File: config.mk
export PLATFORM = sky130hd
export DESIGN_NAME = ecr_sqrt_cell
export DESIGN_NICKNAME = d
export VERILOG_FILES = /design/src/rtl/ecr_pkg.sv /design/src/rtl/ecr_sqrt_cell.sv
export SDC_FILE = /design/constraint.sdc
export NUM_CORES = 1
export LEC_CHECK = 0
export ABC_AREA = 1
export BUFFER_PORTS_ARGS = -buffer_cell sky130_fd_sc_hd__buf_4
export CORE_AREA = 2 2 196 198
export DETAILED_ROUTE_END_ITERATION = 7
export DIE_AREA = 0 0 198 200
export PLACE_DENSITY = 0.57
export SKIP_LAST_GASP = 1
export SYNTH_ARGS = -nofsm -noshare
export SYNTH_HDL_FRONTEND = slang
export SYNTH_SLANG_ARGS = --single-unit
File: constraint.sdc
create_clock -name i_clk -period 8.8 [get_ports i_clk]
set_input_delay 1.32 -clock i_clk [delete_from_list [all_inputs] [get_ports i_clk]]
set_output_delay 1.32 -clock i_clk [all_outputs]
set_load 0.02 [all_outputs]
File: src/rtl/ecr_pkg.sv
package ecr_pkg;

    localparam int FRAC_BITS  = 16;
    localparam int SAT_W      = 32;
    localparam int WORD_W     = 32;
    localparam int PEN_W      = 31;
    localparam int LANES      = 3;
    localparam int PROD_W     = 2 * WORD_W;

    // ratio s: quotient bits below the 2^62 cap, remainder carries the fraction shift
    localparam int S_QW       = PROD_W - 1;
    localparam int S_RW       = PROD_W + FRAC_BITS;

    // mass weights, Q2.30; numerator is 2*m << 30
    localparam int W_FRAC     = 30;
    localparam int W_SHIFT    = W_FRAC + 1;
    localparam int W_QW       = WORD_W;
    localparam int W_DW       = WORD_W + 1;
    localparam int W_RW       = WORD_W + W_SHIFT;

    // square root of |c|^2, then push quotient |c_i|*pen/root
    localparam int ROOT_STEPS = WORD_W;
    localparam int P_QW       = PEN_W;
    localparam int P_RW       = 2 * WORD_W - 2;

    localparam int W_DLY      = S_QW - W_QW;
    localparam int PIPE_DEPTH = 3 + S_QW + 3;
    localparam int MAG_W      = S_QW + WORD_W - W_FRAC;

    typedef struct packed {
        logic [LANES-1:0][WORD_W-1:0] d_mag;
        logic [LANES-1:0]             d_neg;
        logic [LANES-1:0]             c_neg;
        logic                         dot_neg;
        logic                         degen;
        logic                         w_zero;
        logic                         s_ovf;
    } t_side;

endpackage

File: src/rtl/ecr_sqrt_cell.sv
module ecr_sqrt_cell import ecr_pkg::*; #(
    parameter int STEP = 0
) (
    input  logic              i_clk,
    input  logic              i_en,
    input  logic [PROD_W-1:0] i_rad,
    input  logic [PROD_W-1:0] i_res,
    output logic [PROD_W-1:0] o_rad,
    output logic [PROD_W-1:0] o_res
);

    localparam logic [PROD_W:0] BITV = {{PROD_W{1'b0}}, 1'b1} << (2 * STEP);

    logic [PROD_W:0]   trial;
    logic              fits;
    logic [PROD_W-1:0] n_rad;
    logic [PROD_W-1:0] n_res;
    logic [PROD_W-1:0] r_rad;
    logic [PROD_W-1:0] r_res;

    always_comb begin
        trial = {1'b0, i_res} + BITV;
        fits  = {1'b0, i_rad} >= trial;
        n_rad = fits ? PROD_W'({1'b0, i_rad} - trial) : i_rad;
        n_res = fits ? PROD_W'(({1'b0, i_res} >> 1) + BITV) : (i_res >> 1);
    end

    always_ff @(posedge i_clk) begin
        if (i_en) begin
            r_rad <= n_rad;
            r_res <= n_res;
        end
    end

    assign o_rad = r_rad;
    assign o_res = r_res;

endmodule

=== Word-level counts from Yosys, hierarchy flattened ===
Index checks and enable logic that the tools add are counted.

* Bits in read-only memories: 0
* Output and inout bits: 128
* Input port bits: 130
* Latch bits: 0
* Register bits after elaboration: 128
* Memory bits (writable): 0
* Word-level logic and storage cells: 9
* Memories: 0

* Reductions and logical operators: 0
* Div/mod/pow operators: 0
* Multiply operators: 0
* Eq/ne operators: 0
* $lt $le $gt $ge: 1
* Add/subtract/negate cells: 3
* Shift operators: 0
* Bitwise gates (word level): 0
* Muxes and demuxes: 2

{| class="wikitable"
|+ Operators with widths
! operator !! count
|-
| 64-bit by 1-bit adder with 65-bit output (second input constant) || 1
|-
| 64-bit by 65-bit greater-or-equal comparator with 1-bit output || 1
|-
| 63-bit by 1-bit adder with 64-bit output (second input constant) || 1
|-
| 64-bit 2-to-1 mux || 1
|-
| 64-bit subtractor || 1
|-
| 63-bit 2-to-1 mux || 1
|}

=== Depth between registers and ports, before layout ===
* Depth after elaboration: 3
* Gate-level depth with buffers: 27
* Depth with buffers taken out: 24

=== Worst setup path after synthesis ===
Ideal clock, no wire load.

* Path type: input -> register
* Start point: in i_res[1]
* End point: reg r_res[32], in the netlist o_res[32] (data pin)
* Stages on the path: 23
* Buffers on the path: 3
* Setup time: 0.252 ns
* Setup slack: 4.316 ns
* Data required time: 8.548 ns
* Data arrival time: 4.231 ns
* Cells stage by stage: ha_1 nand2_1 nor3_4 nand2_1 nor2_1 nand3b_1 nor2_1 xor2_1 ha_1 nand2_1 nor2_1 nand2_1 nor2_1 nand2_1 nor2_1 nor2_1 nand3_1 nand2_2 buf_6 buf_6 buf_4 nand3_1 nand2_1

* Word-level cells in the longest chain between the ends: 3
* Elaborated cells between the ends (all ways): 4
* Those cells by class: add/sub (2); order compare (1); mux (1)

{| class="wikitable"
|+ RTL lines
! item !! line !! RTL
|-
| start: declaration || ecr_sqrt_cell.sv:7 || <nowiki>input logic [PROD_W-1:0] i_res,</nowiki>
|-
| 64-bit by 1-bit adder with 65-bit output || ecr_sqrt_cell.sv:22 || <nowiki>trial = {1'b0, i_res} + BITV;</nowiki>
|-
| 64-bit by 65-bit greater-or-equal comparator with 1-bit output || ecr_sqrt_cell.sv:23 || <nowiki>fits = {1'b0, i_rad} >= trial;</nowiki>
|-
| 63-bit 2-to-1 mux (*) || ecr_sqrt_cell.sv:25 || <nowiki>n_res = fits ? PROD_W'(({1'b0, i_res} >> 1) + BITV) : (i_res >> 1);</nowiki>
|-
| named net n_res[32] || ecr_sqrt_cell.sv:17 || <nowiki>logic [PROD_W-1:0] n_res;</nowiki>
|-
| end signal: assignment || ecr_sqrt_cell.sv:31 || <nowiki>r_res <= n_res;</nowiki>
|-
| end: declaration || ecr_sqrt_cell.sv:19 || <nowiki>logic [PROD_W-1:0] r_res;</nowiki>
|}

The timed path passes the listed nets; every way through them passes the cells marked *.
A chain may end at the register's enable or synchronous reset.

=== Worst setup path after layout ===
* Start point: in i_res[46]
* End point: reg r_res[63], in the netlist o_res[63] (data pin)

* Word-level cells in the longest chain between the ends: 2
* Elaborated cells between the ends (all ways): 3
* Those cells by class: add/sub (2); order compare (1)

{| class="wikitable"
|+ RTL lines
! item !! line
|-
| 64-bit by 1-bit adder with 65-bit output || ecr_sqrt_cell.sv:22
|-
| 64-bit by 65-bit greater-or-equal comparator with 1-bit output || ecr_sqrt_cell.sv:23
|}

Parallel ways exist; a longest one is shown, timed or not.

==> summary.md <==
| Metric | Value |
|---|---|
| Largest fanout on the critical path | `73` |
| Critical Path Source Type | `primary input` |
| Final WS setup | `about 1.9 ns` |
| Starting DRT DRC Count | `1540` |
| CTS buffer count | `17` |
| Unique masters post-synth | `33` |
| Wire per inst | `21.6 um` |
| Required time of the critical path | `between 9 and 10 ns` |
| Initial cell density of the core | `0.396` |
| Worst slew margin | `0.290` |
| Post-CTS sizing | `0` |
| Root Driver | `clkbuf_16` |
| Post-synthesis register bit count | `128` |
| Max-cap violations | `0` |
| Syn Area/Cell | `6.09 um2` |
| Number of post-CTS setup repair buffers | `0` |
| DRT Pass-1 Iters | `5` |
| DRC viols | `0` |
| Die Wd | `slightly below 200 um` |
| Synthesis Warnings | `0` |
| Port bufs | `257` |
| Leakage | `9.43 nW` |
| Register area share after synthesis | `0.260` |
| Die Y | `200 um` |
| Total track usage | `0.346` |
| Share of cells above drive strength 1 | `0.133` |
| Syn_nets | `2625` |
| Final instance area | `17700 um2` |
| Clock Path Buffers | `2` |
| Drt via density | `5.15` |
| Largest net degree at the start of global routing | `75` |
| Sink Count | `between 100 and 150` |
| Post-DP HPWL | `57900 um` |
| Area Growth Syn to Fin | `19.3%` |
| Total wire length | `about 70000 um` |
| Final setup fails | `0` |
| Max VDD drop | `around 0.16 mV` |
| Number of H-tree levels | `4` |
| Worst hold path startpoint | `i_rad[52]` |
| Vias in the first global route | `15400` |
| Setup CP Type | `primary input to register` |
| Max Slew Vio Count | `0` |
| Placed Area | `17100 um2` |
| Fill cell count | `4062` |
| Type of the most critical hold path | `primary input to register` |
| FMAX | `145 MHz` |
| Initial antenna violation count | `1` |
| Outcome | `complete, no violations` |
| Worst-Margin Slew | `~1.1 ns` |
| Row cnt | `between 70 and 80` |
| Met3 usage | `0.0390` |
| Pwr/cell area | `146 nW/um2` |
| Post-synthesis instance total | `between 2000 and 2500` |
| Clk slew on worst S/H paths | `0.07 ns` |
| Post-route ant nets | `0` |
| Total power | `about 2.6 mW` |
| Total die area | `39600 um2` |
| Critical Path End Type | `register` |
| # nets final | `2849` |
| RSZ-0062 raised after global routing | `false` |
| I/O pins | `approximately 260` |
| Setup Slack @ Placement | `1.52 ns` |
| Most frequent cells in the layout | `nand2_1 (1006), inv_1 (396), buf_4 (261)` |
| Period minus WS final | `6.89 ns` |
| GPL Wtd Cong | `1.02` |
| M2 GR Usage | `0.585` |
| Grt peak-use layer | `met2` |
| Via count | `16400` |
| Setup crit start | `i_res[46]` |
| CTS tree | `done` |
| Setup_tns | `0 ns` |
| Hold_buf cts | `0` |
| Routing usage on met1 | `0.451` |
| Core area | `roughly 37000 um2` |
| Final hold viol count | `0` |
| First-pass GRT wire length | `98700 um` |
| Global route overflow | `0` |
| Most common cell after layout, fill and taps aside | `nand2_1` |
| Worst path arrival time | `about 7 ns` |
| Period utilisation layout | `0.783` |
| Synthesized cell area | `approximately 15000 um2` |
path summary, 6_finish.rpt:
| check | to | slack (ns) | depth (start not counted) |
|---|---|---|---|
| min | o_rad[52] | 1.17 | 3 |
| max | o_res[63] | 1.91 | 20 |
cell usage after synthesis:
master,count,area (um2)
nor3_4,3,48.8
edfxtp_1,128,3840
nand3_2,21,210
o21bai_1,2,15.0
fa_1,1,20.0
xnor2_1,36,315
or2_2,5,31.3
inv_2,11,41.3
nor4_1,12,75.1
inv_1,396,1490
nand3_1,210,1050
and2_1,2,12.5
a21oi_1,44,220
ha_1,66,826
buf_2,34,170
xor2_1,116,1020
buf_4,12,90.1
nand2_1,1007,3780
clkbuf_2,2,10.0
nor2_1,208,781
nor3b_1,1,7.51
nor3_2,6,60.1
buf_8,2,30.0
nand3b_1,3,22.5
nor2_4,5,56.3
nand4_1,35,219
and3_1,2,12.5
clkinv_1,1,3.75
nand2_2,8,50.1
o21ai_0,7,35.0
nor2_2,2,12.5
nor3_1,33,165
buf_6,7,78.8
sequential cells by signal (all words and copies together), names as in the netlist:
register	count
o_rad	64
o_res	64
stage by stage:
step                 util  hold WS, ns  instances
global route        0.472         1.18       3175
finish              0.472         1.17       3176
CTS                 0.472         1.17       3175
global placement    0.456         1.64       3144
floorplan               -         1.43       2428
detailed placement  0.456         1.65       3144
kinds of logic after synthesis:
kind of cell	synth area share
adders and majority gates	0.0572
AOI/OAI and AO/OA	0.0183
buffers and inverters	0.129
DFF	0.260
xor gates and xnor gates	0.0900
and+or+nand+nor	0.446
power by group:
group | total [mW] | internal [mW] | switching, mW
clock network | 0.758 | 0.442 | 0.316
registers | 0.805 | 0.777 | 0.0275
logic | 1.01 | 0.333 | 0.678
area by class of cell:
cell class	instances	area [um2]	share of cell area
Sequential cell	128	3840	0.218
Timing Repair Buffer	262	1980	0.112
Antenna cell	1	2.50	0.000142
Clock inverter	14	166	0.00943
Clock buffer	17	425	0.0241
Inverter	408	1530	0.0868
Multi-Input combinational cell	1835	9060	0.513
Tap cell	511	639	0.0362
layer usage:
metal,vias up,routed length (um)
met4,2,2600
met2,719,32000
met5,-,13
met1,7587,29400
met3,96,4530
li1,7968,-
worst max-delay path, stage by stage:
cell and delay (ns):
buf_4 0.14, inv_1 0.08, nor3_1 0.46, nand2_1 0.22, nor3_1 0.33, nand3_1 0.19, nor3_1 0.39, xnor2_1 0.26
ha_1 0.45, nand2_1 0.16, nor2_1 0.22, nand2_1 0.20, nor2_1 0.21, inv_1 0.06, nor2_1 0.20, nand3_4 0.70
nand2_4 0.98, buf_12 0.34, nand2_1 0.08, nor2_1 0.11
Power figures use the tool's default switching activity.
