<file path="src/rtl/ecr_div_cell.sv">
module ecr_div_cell #(
    parameter int RW  = 80,
    parameter int DW  = 64,
    parameter int QW  = 63,
    parameter int BIT = 0
) (
    input  logic          i_clk,
    input  logic          i_en,
    input  logic [RW-1:0] i_rem,
    input  logic [DW-1:0] i_den,
    input  logic [QW-1:0] i_quo,
    output logic [RW-1:0] o_rem,
    output logic [DW-1:0] o_den,
    output logic [QW-1:0] o_quo
);

    localparam int TW = (RW > DW + BIT) ? RW : DW + BIT;

    logic [TW-1:0] trial;
    logic [TW-1:0] rem_x;
    logic          fits;
    logic [RW-1:0] n_rem;
    logic [QW-1:0] n_quo;
    logic [RW-1:0] r_rem;
    logic [DW-1:0] r_den;
    logic [QW-1:0] r_quo;

    always_comb begin
        trial = TW'(i_den) << BIT;
        rem_x = TW'(i_rem);
        fits  = rem_x >= trial;
        n_rem = fits ? RW'(rem_x - trial) : i_rem;
        n_quo = fits ? (i_quo | (QW'(1) << BIT)) : i_quo;
    end

    always_ff @(posedge i_clk) begin
        if (i_en) begin
            r_rem <= n_rem;
            r_den <= i_den;
            r_quo <= n_quo;
        end
    end

    assign o_rem = r_rem;
    assign o_den = r_den;
    assign o_quo = r_quo;

endmodule

</file>
<file path="config.mk">
export PLATFORM = sky130hd
export DESIGN_NAME = ecr_div_cell
export DESIGN_NICKNAME = d
export VERILOG_FILES = /design/src/rtl/ecr_div_cell.sv
export SDC_FILE = /design/constraint.sdc
export NUM_CORES = 1
export LEC_CHECK = 0
export BUFFER_PORTS_ARGS = -buffer_cell sky130_fd_sc_hd__buf_2
export CAP_MARGIN = 10
export CORE_ASPECT_RATIO = 0.6
export CORE_MARGIN = 1.5
export CORE_UTILIZATION = 55
export CTS_BUF_LIST = sky130_fd_sc_hd__clkbuf_8
export CTS_CLUSTER_DIAMETER = 30
export DETAILED_ROUTE_END_ITERATION = 10
export PLACE_DENSITY = 0.87
export SYNTH_ARGS = -nofsm -noshare
export SYNTH_HDL_FRONTEND = slang
export SYNTH_SLANG_ARGS = --single-unit
export TNS_END_PERCENT = 10
</file>
<file path="constraint.sdc">
create_clock -name i_clk -period 5.8 [get_ports i_clk]
set_input_delay 0.58 -clock i_clk [delete_from_list [all_inputs] [get_ports i_clk]]
set_output_delay 0.58 -clock i_clk [all_outputs]
set_load 0.02 [all_outputs]
</file>
### Word level (Yosys, flattened, before mapping)

Cells that the tools add are included.
Widths: inputs -> output; s select.

| word-level totals | value |
|---|---|
| flip-flop bits (word level) | 207 |
| logic and storage cells | 7 |
| output and inout port bits | 207 |

| operators by class | value |
|---|---|
| magnitude comparators | 1 |
| add/subtract/negate cells | 1 |
| mux-type cells | 1 |

Operators with widths:

| operator | count |
|---|---|
| $ge 80x64->1 | 1 |
| $mux 80 | 1 |
| $sub 80x64->80 | 1 |

### Logic depth before layout (Yosys ltp)

Gate-level depths: netlist of run 1.

| depth | value |
|---|---|
| depth in word-level cells | 2 |
| mapped depth | 14 |
| mapped depth without buffers | 14 |

### Worst setup path before layout of run 1

No wires, ideal clock.

| timing path | value |
|---|---|
| path kind | input-to-reg |
| from | input port i_rem[0] |
| to | register r_rem[70] (netlist: o_rem[70]) (data pin) |
| library setup time | 266 ps |
| path slack | 2,330 ps |
| arrival | 3,204 ps |
| cell stages on the path | 14 |
| buffers on the path | 0 |
| required time | 5,534 ps |
| cell sequence | inv_1 > ha_1 > fa_1 > nand2b_1 > a21oi_2 > o211ai_1 > a2111oi_0 > o41ai_1 > o21ai_2 > a21boi_1 > o21ai_0 > nor4b_2 > nor3_1 > xor2_1 |

| between the ends | value |
|---|---|
| cells in the longest elaborated chain, start to end | 2 |

Ends and longest elaborated chain:

| what | RTL line | text |
|---|---|---|
| start, declared | 9 | `input logic [RW-1:0] i_rem,` |
| $sub 80x64->80 or $ge 80x64->1 (tied branches) | 32, 31 |  |
| $mux 80 * | 32 | `n_rem = fits ? RW'(rem_x - trial) : i_rem;` |
| named net n_rem[70] | 22 | `logic [RW-1:0] n_rem;` |
| end signal, assigned | 38 | `r_rem <= n_rem;` |
| end, declared | 24 | `logic [RW-1:0] r_rem;` |

The timed path passes the listed nets; every way through them passes the cells marked *.
A chain may end at the register's enable or synchronous reset.

### Final worst setup path of run 1

Ends and elaborated chain as after synthesis.

==> metrics.yaml, run 1 <==
synth:
  synth_edf_count: 207
  syn-cell-area_sq_um: 11700
  mappedNetlistNets: 1396
  ys_ff_latch: 207
  netlist_instances: 1122
  async_flop_share_pct: 0
  synthFlopType: "edfxtp_1"
  yosysWarnings: 0
  syn_avg_cell_area_sq_um: 10.4
  ys_types: 68
  yosysSeqAreaShare_pct: 53.1
clock_tree:
  clkSlewWorstSetupHoldPaths_ns: 0.07
  clockRootBuffer: "clkbuf_8"
  numCtsBuffers: 36
  postCtsResizedCells: 0
  cts_buffer_depth: 3
  htreeDepth: 2
  post_cts_buffers: 0
  cts.sinks: 207
  cts_tree: "done"
  hold_buffers: 0
sta:
  slew_headroom_pct: 30.3
  drv_slew: 0
  rsz0062_at_grt: "no"
  min_period_ns: 4.09
  max_freq_ghz: 0.245
  hold_viol: 0
  worst_pin_slew_ns: 1.05
  finalSetupViolCount: 0
  setup-tns-final_ns: 0
  post-route-period-util_pct: 70.5
power_and_ir_drop:
  comb_power_share_pct: 26.1
  power.leakage_nw: 6.44
  vdd_drop_max_v: 0.000234
  p_int_w: 0.00282
  fin_total_pwr_w: 0.00420
  power.net_switching_w: 0.00138
  p_seq_share_pct: 45.0
  power.share.clock_pct: 28.8
  power.density_nw_per_um2: 287
  p_sw_share_pct: 32.8
grt:
  grt_pass1_wl_microns: 53100
  grt-ovfl-total: 0
  grt_max_degree: 126
  track_usage_pct: 31.5
  antenna_found_initial: 4
  grt_pass1_vias: 9835
worst_setup_path:
  cp-end-kind: "flop"
  worstSetupPathType: "input pin to flop"
  cp_max_fo: 5
  arrival_ns: 4.36
  cp-start-kind: "input pin"
  crit_start: "i_rem[0]"
  crit_required_ns: 6.08
die:
  die_h_microns: 116
  coreArea_sq_um: 20900
  io_pins: 416
  die-area_sq_um: 22200
  rows: 41
  initial_core_util_pct: 56.0
  die_w_microns: 191
drt:
  drt-total-wl_microns: 36200
  wl_met3_microns: 3960
  met2_length_microns: 15900
  viasPerCell: 5.70
  drc: 0
  first_iter_violations: 1293
  dr_total_vias: 10500
  routed.top_layer: "met5"
  drt_pass1_iterations: 5
  postRouteAntennaNets: 0
  drt-met1-wl_microns: 15500
  wl_per_cell_microns: 19.7
finish:
  area_growth_pct: 24.7
  final_layout_size_suffix_gt1_share_pct: 31.9
  finalNetCount: 1803
  fin_area_sq_um: 14600
  n_fill_cell: 1648
run:
  max-cap-violations: 0
placement:
  placed_cell_area_sq_um: 14000
  io_buffers: 415
  gp_congestion: 0.962
  hpwl_microns: 28500
worst_hold_path:
  hold_class: "input pin to flop"
  worstHoldStart: "i_quo[57]"
run_status:
  status: "complete, no violations"
==> per-stage QoR <==
stage / hold slack (ns) / util [%] / std cells / worst slack [ns]
final: 0.211 / 69.8 / 1834 / 1.71
after CTS: 0.188 / 69.8 / 1832 / 1.89
after global routing: 0.192 / 69.8 / 1834 / 1.60
after floorplan: 0.679 / - / 1122 / 2.33
after detailed placement: 0.758 / 66.8 / 1770 / 1.34
after global placement: 0.757 / 66.8 / 1770 / 1.35
==> logic make-up after synthesis <==
group / share of synthesized area (%)
compound gates: 16.3
fa+ha+maj: 7.01
buf+inv: 4.67
simple gates: 13.2
xor+xnor: 5.61
flops: 53.1
mux: 0.182
==> critical path, cell delays in order <==
cell	delay, ns
buf_2	0.09
inv_1	0.04
ha_1	0.21
fa_1	0.42
nand2b_1	0.20
a21oi_2	0.21
o211ai_1	0.14
a2111oi_0	0.62
o41ai_1	0.23
o21ai_2	0.35
a21boi_1	0.21
o21ai_0	0.33
nor4b_2	0.45
nor3_1	0.11
xor2_1	0.16
==> cell usage after synthesis, types with 2 or more instances <==
cell       count  area share, %
and3_1         6           0.32
and2_1         2           0.11
o21ai_0       59            2.5
clkbuf_1      25           0.80
o31ai_1        9           0.58
buf_2         26            1.1
nor4_1         4           0.21
a21oi_1      137            5.9
xor2_1        37            2.8
ha_1          64            6.8
nand2_1       88            2.8
nor4b_2        3           0.38
xnor2_1       38            2.8
a31oi_1       15           0.80
nor2b_1        7           0.37
a21oi_2        2           0.15
or3_1          4           0.21
nor3_1        17           0.73
nor2_2         2           0.11
o21ba_2        3           0.26
and4_1         2           0.15
edfxtp_1     207             53
a211oi_2       2           0.21
o21a_1         8           0.51
nor3_2         2           0.17
nand4_1       34            1.8
o21ai_1        6           0.26
nand3_1       14           0.60
o21bai_1      19            1.2
a21o_1        23            1.5
o41ai_1        3           0.22
a21boi_0       2           0.13
inv_1         86            2.8
nand2b_1      11           0.59
nor2_1       119            3.8
a2111oi_0      3           0.22
a211oi_1       2           0.13
==> sequential cells by signal, summed over array words and instances (netlist names) <==
name,cells
o_rem,80
o_den,64
o_quo,63
==> final timing paths <==
kind,end,slack [ns],cells past startpoint
worst min-delay path,o_quo[57],0.21,1
worst max-delay path,o_rem[70],1.71,15
==> power by group through the flow <==
stage	registers [W]	logic, W	clock network (W)
floorplan	0.00213	0.000455	0
global placement	0.00191	0.00106	0
detailed placement	0.00192	0.00108	0
CTS	0.00189	0.00108	0.00123
global route	0.00190	0.00118	0.00130
finish	0.00189	0.00110	0.00121
==> per-layer routing <==
layer	vias to the layer above	track usage [%]
li1	4896	-
met1	4888	45.0
met2	593	47.1
met3	73	8.33
met4	4	9.48
met5	-	0
==> cell type report <==
class / count / area [sq um] / area share (%)
timing repair buffer: 420 / 2140 / 14.6
sequential: 207 / 6220 / 42.5
clock inverter: 26 / 136 / 0.933
multi-input combinational: 778 / 4950 / 33.9
tap: 279 / 349 / 2.39
inverter: 86 / 323 / 2.21
clock buffer: 36 / 495 / 3.39
antenna: 2 / 5.00 / 0.0343
==> layout by cell type (no fill, tap or decap), drive strengths merged, types with 12 or more instances in the layout <==
master,instances
o21bai,19
a21oi,139
clkinv,12
nand3,14
a31oi,15
edfxtp,207
nand4,35
nand2,88
a21o,23
o21ai,67
inv,96
ha,64
buf,419
nor2,121
xor2,37
nor3,19
clkbuf,37
xnor2,38
No activity file was read; power rests on OpenSTA's default activity.
==> run 2: changes to the inputs <==
--- a/config.mk
+++ b/config.mk
@@ -9,11 +9,11 @@
 export CAP_MARGIN = 10
 export CORE_ASPECT_RATIO = 0.6
 export CORE_MARGIN = 1.5
-export CORE_UTILIZATION = 55
+export CORE_UTILIZATION = 47
 export CTS_BUF_LIST = sky130_fd_sc_hd__clkbuf_8
 export CTS_CLUSTER_DIAMETER = 30
 export DETAILED_ROUTE_END_ITERATION = 10
-export PLACE_DENSITY = 0.87
+export PLACE_DENSITY = 0.79
 export SYNTH_ARGS = -nofsm -noshare
 export SYNTH_HDL_FRONTEND = slang
 export SYNTH_SLANG_ARGS = --single-unit
==> constraint.sdc (replaced) <==
create_clock -name i_clk -period 3.75 [get_ports i_clk]
set_input_delay 0.375 -clock i_clk [delete_from_list [all_inputs] [get_ports i_clk]]
set_output_delay 0.375 -clock i_clk [all_outputs]
set_load 0.02 [all_outputs]
==> metrics.yaml, run 2 (synthesis gave the netlist of run 1 again) <==
clock_tree:
  numCtsBuffers: 37  # was 36
  post_cts_buffers: 0  # unchanged
  cts.sinks: 207  # unchanged
  clockRootBuffer: "clkbuf_8"  # unchanged
  clkSlewWorstSetupHoldPaths_ns: 0.06  # was 0.07 ns
  cts_buffer_depth: 3  # unchanged
  cts_tree: "done"  # unchanged
  htreeDepth: 2  # unchanged
worst_hold_path:
  hold_depth: 1  # unchanged
  worstHoldStart: "i_den[38]"  # was i_quo[57]
  hold_class: "input pin to flop"  # unchanged
  holdPathEnd: "o_den[38]"  # was o_quo[57]
worst_setup_path:
  arrival_ns: 3.97  # was 4.36 ns
  cp-end-kind: "flop"  # unchanged
  crit_required_ns: 4.05  # was 6.08 ns
  cp-start-kind: "input pin"  # unchanged
  cp_slowest_cell: "dlygate4sd3_1"  # was a2111oi_0
  worstSetupPathType: "input pin to flop"  # unchanged
  path_depth: 14  # was 15
  critPathMaxStageDelay_ns: 0.52  # was 0.62 ns
  crit_chain: "dlygate4sd3_1 -> buf_2 -> inv_1 -> ha_1 -> nand4_1 -> a21oi_2 -> o21ai_1 -> a211oi_2 -> o21ai_1 -> a211oi_2 -> o2111ai_2 -> a2111oi_4 -> nor4_2 -> a22o_1"  # was buf_2 -> inv_1 -> ha_1 -> fa_1 -> nand2b_1 -> a21oi_2 -> o211ai_1 -> a2111oi_0 -> o41ai_1 -> o21ai_2 -> a21boi_1 -> o21ai_0 -> nor4b_2 -> nor3_1 -> xor2_1
  crit_family: "compound AO/OA/AOI/OAI gates"  # unchanged
  cp_max_fo: 6  # was 5
  path_buf_inv: 3  # was 2
die:
  die_w_microns: 207  # was 191 microns
  rows: 44  # was 41
  die-area_sq_um: 25900  # was 22200 sq um
  io_pins: 416  # unchanged
  coreArea_sq_um: 24300  # was 20900 sq um
  initial_core_util_pct: 48.1  # was 56.0%
  die_h_microns: 125  # was 116 microns
drt:
  drt_pass1_iterations: 5  # unchanged
  drc: 0  # unchanged
  drt-total-wl_microns: 39300  # was 36200 microns
  viasPerCell: 5.37  # was 5.70
  postRouteAntennaNets: 0  # unchanged
  wl_per_cell_microns: 19.2  # was 19.7 microns
  dr_total_vias: 11000  # was 10500
  first_iter_violations: 981  # was 1293
power_and_ir_drop:
  vdd_drop_max_v: 0.000311  # was 0.000234 V
  power.leakage_nw: 7.24  # was 6.44 nW
  p_sw_share_pct: 31.9  # was 32.8%
  power.share.clock_pct: 30.9  # was 28.8%
  p_seq_share_pct: 42.0  # was 45.0%
  power.net_switching_w: 0.00222  # was 0.00138 W
  p_int_w: 0.00474  # was 0.00282 W
  comb_power_share_pct: 27.2  # was 26.1%
  power.density_nw_per_um2: 426  # was 287 nW/um^2
finish:
  final_common_cell: "buf_2"  # unchanged
  layout_common_cells: "414 x buf_2, 207 x edfxtp_1, 137 x a21oi_1"  # unchanged
  seq_area_sq_um: 6220  # unchanged
  area_growth_pct: 39.4  # was 24.7%
  final_layout_size_suffix_gt1_share_pct: 33.0  # was 31.9%
  n_fill_cell: 1923  # was 1648
  largest_reg_flops: 80  # unchanged
  finalNetCount: 1970  # was 1803
  multiInputGateArea_sq_um: 4990  # was 4950 sq um
grt:
  use_met2_pct: 46.7  # was 47.1%
  grt_pass1_vias: 10800  # was 9835
  grt_max_degree: 96  # was 126
  grt-ovfl-total: 0  # unchanged
  track_usage_pct: 29.8  # was 31.5%
  gr-max-usage-layer: "met2"  # unchanged
  antenna_found_initial: 3  # was 4
  grt_util_met1_pct: 41.8  # was 45.0%
  grt_pass1_wl_microns: 59200  # was 53100 microns
  use_met3_pct: 7.53  # was 8.33%
placement:
  hpwl_microns: 29500  # was 28500 microns
  dp_slack_ns: -0.113  # was 1.34 ns
  gp_congestion: 0.919  # was 0.962
  io_buffers: 415  # unchanged
sta:
  post-route-period-util_pct: 97.7
  min_period_ns: 3.66
  finalSetupViolCount: 0  # unchanged
  worst_pin_slew_ns: 0.734  # was 1.05 ns
  finalWorstSetupSlack_ns: 0.0865  # was 1.71 ns
  max_freq_ghz: 0.273
  rsz0062_at_grt: "yes"  # was no
  hold_viol: 0  # unchanged
  drv_slew: 0  # unchanged
  hold_ws_ns: 0.0319  # was 0.211 ns
  slew_headroom_pct: 51.0  # was 30.3%
run:
  max-cap-violations: 0  # unchanged
run_status:
  status: "complete, no violations"  # unchanged
## run 2: changes by cell type in the layout (fill, tap and decap cells not counted), sizes merged
| cell | delta |
|---|---|
| bufinv | +3 |
| inv | +1 |
| clkinvlp | -3 |
| diode | +1 |
| buf | +63 |
| dlygate4sd3 | +104 |
## run 2: power by group through the flow
stage          combinational, W  sequential (W)  clock, W
2_1_floorplan          0.000704         0.00329         0
3_3_place_gp            0.00175         0.00296         0
3_5_place_dp            0.00177         0.00296         0
4_1_cts                 0.00186         0.00292   0.00219
5_1_grt                 0.00203         0.00294   0.00230
6_report                0.00189         0.00292   0.00215
## run 2: timing repair
| action | in CTS | in global routing |
|---|---|---|
| hold endpoints to repair | 104 | 0 |
| hold buffers | 104 | 0 |
| resized for setup | 0 | 8 |
| setup endpoints to repair | 0 | 17 |
## run 2: worst max-delay path by stage
stage,from,end,slack (ns)
CTS,i_den[7],o_rem[71],0.04
detailed placement,i_rem[0],o_rem[66],-0.11
global placement,i_rem[0],o_rem[66],-0.05
global route,i_den[11],o_rem[78],-0.04
floorplan,i_rem[0],o_rem[70],0.49
finish,i_den[8],o_rem[71],0.09
## run 2: metrics by stage
stage / util, % / area [sq um] / instances / TNS (ns) / total power [W]
finish: 67.1 / 16300 / 2046 / 0 / 0.00696
global route: 67.1 / 16300 / 2045 / -0.109 / 0.00727
CTS: 66.9 / 16300 / 2043 / 0 / 0.00697
detailed placement: 59.6 / 14500 / 1875 / -0.624 / 0.00473
global placement: 59.6 / 14500 / 1875 / -0.132 / 0.00471
floorplan: - / 11700 / 1122 / 0 / 0.00400
## run 2: per-layer routing
layer  up-vias  share of wire, %  wire length, microns
met1      5192                44                 17200
met4         2               1.4                   546
met5         -             0.033                    13
li1       5234                 -                     -
met3        40               9.4                  3710
met2       526                45                 17800
## run 2: area by class of cell
cell class	count	area share [%]
inverter	86	1.98
multi-input combinational	778	30.6
sequential	207	38.1
clock buffer	37	3.12
antenna	3	0.0460
timing repair buffer	586	22.4
clock inverter	27	1.37
tap	322	2.47
